`config.mk`:
```
export PLATFORM = sky130hd
export DESIGN_NAME = fcfe_ctrl
export DESIGN_NICKNAME = d
export VERILOG_FILES = /design/src/hdl/fcfe_pkg.sv /design/src/hdl/fcfe_ctrl.sv
export SDC_FILE = /design/constraint.sdc
export NUM_CORES = 1
export LEC_CHECK = 0
export BUFFER_PORTS_ARGS = -buffer_cell sky130_fd_sc_hd__buf_4
export CAP_MARGIN = 20
export CORE_MARGIN = 3
export CORE_UTILIZATION = 55
export CTS_BUF_LIST = sky130_fd_sc_hd__clkbuf_16
export DETAILED_ROUTE_END_ITERATION = 7
export PLACE_DENSITY = 0.88
export SETUP_SLACK_MARGIN = 0.3
export SYNTH_ARGS = -nofsm -noshare
export SYNTH_HDL_FRONTEND = slang
export SYNTH_SLANG_ARGS = --single-unit
```
`constraint.sdc`:
```
create_clock -name aclk -period 3 [get_ports aclk]
set_input_delay 0.6 -clock aclk [delete_from_list [all_inputs] [get_ports aclk]]
set_output_delay 0.6 -clock aclk [all_outputs]
set_load 0.1 [all_outputs]
```
`src/hdl/fcfe_pkg.sv`:
```
// ---------------------------------------------------------------------------
// fcfe_pkg
// Shared types and constants of the frame cache FIFO evictor.
// ---------------------------------------------------------------------------
package fcfe_pkg;

    localparam int STREAMS     = 4;
    localparam int SLOTS       = 8;
    localparam int DEPTH       = STREAMS * SLOTS;
    localparam int SW          = 2;   // stream index bits
    localparam int PW          = 3;   // slot position bits
    localparam int AW          = SW + PW;
    localparam int CW          = 4;   // fill count bits
    localparam int TAGW        = 24;
    localparam int SIZEW       = 32;
    localparam int HW          = 16;
    localparam int TOTW        = 37;
    localparam int RESW        = 6;
    localparam logic [RESW-1:0] MAX_NOTICES = 6'd32;

    // actions of an input request
    localparam logic [2:0] ACT_STORE   = 3'd0;
    localparam logic [2:0] ACT_EXACT   = 3'd1;
    localparam logic [2:0] ACT_CLOSEST = 3'd2;
    localparam logic [2:0] ACT_CLR_S   = 3'd3;
    localparam logic [2:0] ACT_CLR_ALL = 3'd4;
    localparam logic [2:0] ACT_TRIM    = 3'd5;

    typedef struct packed {
        logic [TAGW-1:0]  tag;
        logic [SIZEW-1:0] size;
        logic [HW-1:0]    handle;
    } entry_t;

    typedef struct packed {
        logic             kind;
        logic             hit;
        logic [SW-1:0]    stream;
        logic [TAGW-1:0]  tag;
        logic [HW-1:0]    handle;
        logic [CW-1:0]    fill;
        logic [TOTW-1:0]  bytes;
        logic             last;
    } result_t;

    typedef enum logic [3:0] {
        OP_NONE,
        OP_LOAD,
        OP_SCAN_RD,
        OP_SCAN_CMP,
        OP_REPLACE,
        OP_APPEND,
        OP_EV_RD,
        OP_EVICT,
        OP_NEXT_T,
        OP_ZERO,
        OP_STATUS
    } op_t;

    typedef enum logic [1:0] {
        SEL_ITEM,
        SEL_BEST,
        SEL_T
    } sel_t;

    typedef struct packed {
        op_t  op;
        sel_t sel;
    } cmd_t;

    typedef struct packed {
        logic [2:0] action;
        logic       scan_more;
        logic       tag_eq;
        logic       lim_full;
        logic       clr_nz;
        logic       t_nz;
        logic       t_last;
        logic       trim_go;
        logic       out_free;
    } stat_t;

endpackage

```
`src/hdl/fcfe_ctrl.sv`:
```
// ---------------------------------------------------------------------------
// fcfe_ctrl
// Sequencer for store, lookup, clear and trim requests.
// ---------------------------------------------------------------------------
module fcfe_ctrl (
    input  logic           aclk,
    input  logic           aresetn,
    input  logic           s_tvalid,
    output logic           s_tready,
    input  fcfe_pkg::stat_t st,
    output fcfe_pkg::cmd_t  cmd
);
    import fcfe_pkg::*;

    typedef enum logic [12:0] {
        S_IDLE = 13'b0000000000001,
        S_DISP = 13'b0000000000010,
        S_SRD  = 13'b0000000000100,
        S_SCMP = 13'b0000000001000,
        S_REPL = 13'b0000000010000,
        S_LIM  = 13'b0000000100000,
        S_APP  = 13'b0000001000000,
        S_TRIM = 13'b0000010000000,
        S_EV   = 13'b0000100000000,
        S_CLR  = 13'b0001000000000,
        S_CALL = 13'b0010000000000,
        S_ZERO = 13'b0100000000000,
        S_STAT = 13'b1000000000000
    } state_t;

    state_t state_reg, state_next;
    state_t ret_reg, ret_next;

    // next state and command
    always_comb begin
        state_next = state_reg;
        ret_next   = ret_reg;
        cmd.op     = OP_NONE;
        cmd.sel    = SEL_ITEM;
        s_tready   = 1'b0;
        case (state_reg)
            S_IDLE: begin
                s_tready = 1'b1;
                if (s_tvalid) begin
                    cmd.op     = OP_LOAD;
                    state_next = S_DISP;
                end
            end
            S_DISP: begin
                case (st.action)
                    ACT_STORE, ACT_EXACT, ACT_CLOSEST: state_next = S_SRD;
                    ACT_CLR_S:   state_next = S_CLR;
                    ACT_CLR_ALL: state_next = S_CALL;
                    ACT_TRIM:    state_next = S_TRIM;
                    default:     state_next = S_STAT;
                endcase
            end
            S_SRD: begin
                if (st.scan_more) begin
                    cmd.op     = OP_SCAN_RD;
                    state_next = S_SCMP;
                end else if (st.action == ACT_STORE) begin
                    state_next = S_LIM;
                end else begin
                    state_next = S_STAT;
                end
            end
            S_SCMP: begin
                cmd.op = OP_SCAN_CMP;
                if (st.tag_eq && st.action == ACT_STORE) begin
                    state_next = S_REPL;
                end else if (st.tag_eq && st.action == ACT_EXACT) begin
                    state_next = S_STAT;
                end else begin
                    state_next = S_SRD;
                end
            end
            S_REPL: begin
                if (st.out_free) begin
                    cmd.op     = OP_REPLACE;
                    state_next = S_STAT;
                end
            end
            S_LIM: begin
                if (st.lim_full) begin
                    cmd.op     = OP_EV_RD;
                    state_next = S_EV;
                    ret_next   = S_LIM;
                end else begin
                    state_next = S_APP;
                end
            end
            S_APP: begin
                cmd.op     = OP_APPEND;
                state_next = S_TRIM;
            end
            S_TRIM: begin
                if (st.trim_go) begin
                    cmd.op     = OP_EV_RD;
                    cmd.sel    = SEL_BEST;
                    state_next = S_EV;
                    ret_next   = S_TRIM;
                end else begin
                    state_next = S_STAT;
                end
            end
            S_EV: begin
                if (st.out_free) begin
                    cmd.op     = OP_EVICT;
                    state_next = ret_reg;
                end
            end
            S_CLR: begin
                if (st.clr_nz) begin
                    cmd.op     = OP_EV_RD;
                    state_next = S_EV;
                    ret_next   = S_CLR;
                end else begin
                    state_next = S_STAT;
                end
            end
            S_CALL: begin
                if (st.t_nz) begin
                    cmd.op     = OP_EV_RD;
                    cmd.sel    = SEL_T;
                    state_next = S_EV;
                    ret_next   = S_CALL;
                end else if (st.t_last) begin
                    state_next = S_ZERO;
                end else begin
                    cmd.op = OP_NEXT_T;
                end
            end
            S_ZERO: begin
                cmd.op     = OP_ZERO;
                state_next = S_STAT;
            end
            S_STAT: begin
                if (st.out_free) begin
                    cmd.op     = OP_STATUS;
                    state_next = S_IDLE;
                end
            end
            default: state_next = S_IDLE;
        endcase
    end

    // state registers
    always_ff @(posedge aclk) begin
        if (!aresetn) begin
            state_reg <= S_IDLE;
            ret_reg   <= S_IDLE;
        end else begin
            state_reg <= state_next;
            ret_reg   <= ret_next;
        end
    end

endmodule

```
### Word-level counts from Yosys, hierarchy flattened

Cells that the tools add are included.

| word-level totals | value |
|---|---|
| bits in registers | 26 |
| input bits | 14 |

| operators by class | value |
|---|---|
| reduce and logical (&&, ||, !) cells | 7 |
| mux-type cells | 34 |
| equal/unequal tests | 27 |

Operator list:

| cell | count |
|---|---|
| 2-to-1 mux 13 bit | 16 |
| one-hot mux 13 bit (13 select lines) | 1 |
| one-hot mux 13 bit (4 select lines) | 2 |
| one-hot mux 4 bit (12 select lines) | 1 |
| != test 2 bit (second input constant) | 8 |
| == test 13 x 1 -> 1 bit (second input constant) | 1 |
| == test 13 x 10 -> 1 bit (second input constant) | 1 |
| == test 13 x 11 -> 1 bit (second input constant) | 1 |
| == test 13 x 12 -> 1 bit (second input constant) | 1 |
| == test 13 bit (second input constant) | 1 |
| == test 13 x 2 -> 1 bit (second input constant) | 1 |
| == test 13 x 3 -> 1 bit (second input constant) | 1 |
| == test 13 x 4 -> 1 bit (second input constant) | 1 |
| == test 13 x 5 -> 1 bit (second input constant) | 1 |
| == test 13 x 6 -> 1 bit (second input constant) | 1 |
| == test 13 x 7 -> 1 bit (second input constant) | 1 |
| == test 13 x 8 -> 1 bit (second input constant) | 1 |
| == test 13 x 9 -> 1 bit (second input constant) | 1 |
| 2-to-1 mux 3 bit | 4 |
| 2-to-1 mux 4 bit | 3 |
| AND reduction 5 bit | 2 |
| 2-to-1 mux 9 bit | 1 |
| == test 3 x 2 -> 1 bit (second input constant) | 2 |
| == test 3 bit (second input constant) | 2 |
| other kinds (10) | 13 |

### Depth between registers and ports, before layout

| logic depth | value |
|---|---|
| word-level depth | 5 |
| gate-level depth with buffers | 8 |
| gate-level depth less buffers | 6 |

### Least setup slack after synthesis

OpenSTA, ideal clock, no wires.

| timing path | value |
|---|---|
| path type | reg-to-output |
| start point | register state_reg[4] |
| end point | output cmd[2] in the netlist's numbering |
| path slack | -1453 ps |
| path buffers | 2 |
| cell stages (with the launch flop) | 7 |
| data arrival time | 3853 ps |
| cells stage by stage | dfxtp_1 buf_6 or4_4 buf_6 nor4_2 nand2_1 nand3_1 |

RTL lines:

| what | RTL line | text |
|---|---|---|
| start: declaration | fcfe_ctrl.sv:31 | `state_t state_reg, state_next;` |
| start signal: assignment | fcfe_ctrl.sv:154 | `state_reg <= state_next;` |
| end: declaration | fcfe_ctrl.sv:11 | `output fcfe_pkg::cmd_t cmd` |

==> run metrics <==
outcome=completed; startpoint types=register; number of I/O port buffers=20; Post-synth EDFFs=0; initial antenna violation count=0; cts hold-fix bufs=0; Slew Viols, Final=0; vias in the first global route=1,544; FF+latch count, synth=18; crit path capture type=output port; Synth Flop Type=dfxtp_1; final setup violating endpoints=0; Worst-Margin Slew=759 ps; share of post-route cells with drive strength above 1=0.387; Crit Path Max Fanout=8; Pleak=0.706 nW; asr flop ratio synth=0; Final Power=0.679 mW; max-cap viol count=0; synth warn=0; tightest hold margin=503 ps; Largest register FFs=13; first-pass GRT wire length=7560 µm; CTS tree=yes; area leader, netlist=dfxtp_1; sequential power share=0.366; GRT overflow=0; # H-tree levels=1; largest net degree at the start of global routing=17; register area share after synthesis=0.265; Layout area overhead=36.2%; Max Root-Sink Buffers=2; kind of critical path=register to output port; worst skew pair latency=250 ps; post-synth cell types=50; number of fill cells in the layout=126; Die H=55.7 µm; Via density=6.88; Synth Instances=166; clock share of power=0.405; syn_area_per_cell=8.19 µm²; top cells by area, synth=dfxtp_1, nor4b_1, nor2_1; routed wire length=4770 µm; skew final=1.10 ps; Placed Instance Area=1630 µm²; CTS Sinks=18; Die Wd=55.7 µm; Slew HR=0.487; Initial Util=0.598; crit path time final=2830 ps; Synth Cell Area=1360 µm²; wire per inst=21.0 µm; clock root cell=clkbuf_16; Syn Nets=180; io pins=21; reg2reg setup slack=610 ps; most frequent cells in the layout=buf_4, nor2_1, dfxtp_1, nor4b_1, a21oi_1; placed cells=214; Final period util=0.943; gr usage total=0.311; vias after detailed routing=1,561; power density over cell area=367 nW/µm²; Post-DP HPWL=3140 µm; Comb power frac=0.229; Worst VDD drop=0.364 mV; most common cell after layout, fill and taps aside=buf_4; initial drt markers=113; non-filler cells, final=227; NetSw=0.198 mW; total CTS buffers=3; area of the core=2280 µm²; standard-cell rows=17; CTS clk-pin slew, worst paths=50 ps; antenna cells=0; Hold WC Path Type=register to register; post-synth top area share=0.265; RSZ-0062 raised after global routing=yes; full die area=3110 µm²; Required @ worst endpoint=2400 ps; Max Clk Rate=353 MHz; GPL Wtd Cong=0.920; DRC violation count after routing=0; switching share of power=0.292; Worst Path Arrival=2230 ps; Layout Utilization=0.814; Final Hold Vio Count=0; first-pass detailed-route iteration total=5; Nets=214; internal power=0.480 mW; post-route ant nets=0; post-route cell area=1850 µm²
-- cells in the mapped netlist (4+ instances only) --
cell type / n
nor2_1: 21
nand3_1: 6
buf_2: 4
o21ai_0: 4
nor4_1: 4
nand2_1: 9
a32oi_1: 5
dfxtp_1: 18
nor4b_1: 10
clkbuf_1: 5
nor3_1: 6
a21oi_1: 10
-- repair_timing --
| item | CTS | global route |
|---|---|---|
| setup endpoints to repair | 6 | 5 |
| resized for setup | 15 | 5 |
| setup buffers | 8 | 1 |
| pin swaps | 6 | 0 |
-- metal layers --
layer,routed length (µm),track usage,vias to the layer above
li1,-,-,688
met4,184,0.163,0
met5,0,0,-
met1,1710,0.357,744
met3,457,0.0742,25
met2,2420,0.529,104
-- worst paths after layout --
| check | from | to | cells past startpoint |
|---|---|---|---|
| setup / recovery | state_reg[7] | cmd[3] | 6 |
| hold / removal | ret_reg[10] | ret_reg[10] | 2 |
| setup reg to reg | state_reg[7] | ret_reg[9] | 8 |
| hold reg to reg | ret_reg[10] | ret_reg[10] | 2 |
-- through the flow --
stage          setup WS, ps  setup TNS (ps)
2_1_floorplan          -390            -457
4_1_cts                 185               0
5_1_grt                43.2               0
3_5_place_dp            184               0
3_3_place_gp            226               0
6_report                171               0
-- power groups by stage --
stage / clock network [mW] / logic, mW / registers, mW
floorplan: 0 / 0.105 / 0.248
global placement: 0 / 0.141 / 0.252
detailed placement: 0 / 0.143 / 0.253
CTS: 0.268 / 0.150 / 0.248
global route: 0.282 / 0.163 / 0.249
finish: 0.275 / 0.155 / 0.248
-- kinds of logic after synthesis --
group	after synthesis	synth area share
multiplexers	3	0.0230
flip-flops	18	0.265
AO/OA/AOI/OAI	29	0.139
XOR/XNOR	5	0.0322
AND/OR/NAND/NOR	95	0.479
buffers and inverters	16	0.0616
-- worst max-delay path, cell delays in order (launching register included) --
cell and delay, ps:
dfxtp_2 320, or4_4 590, or3_4 440, nor4_4 230, nor4_4 120, nand3_4 90
buf_12 180
-- final cells by class --
| class | count | area (µm²) | share of cell area |
|---|---|---|---|
| Clock inverter | 1 | 3.75 | 0.00203 |
| Sequential cell | 18 | 367 | 0.198 |
| Timing Repair Buffer | 41 | 352 | 0.190 |
| Clock buffer | 3 | 75.1 | 0.0405 |
| Inverter | 4 | 15.0 | 0.00811 |
| Multi-Input combinational cell | 132 | 1000 | 0.543 |
| Tap cell | 28 | 35.0 | 0.0189 |
No activity file was read; power rests on OpenSTA's default activity.
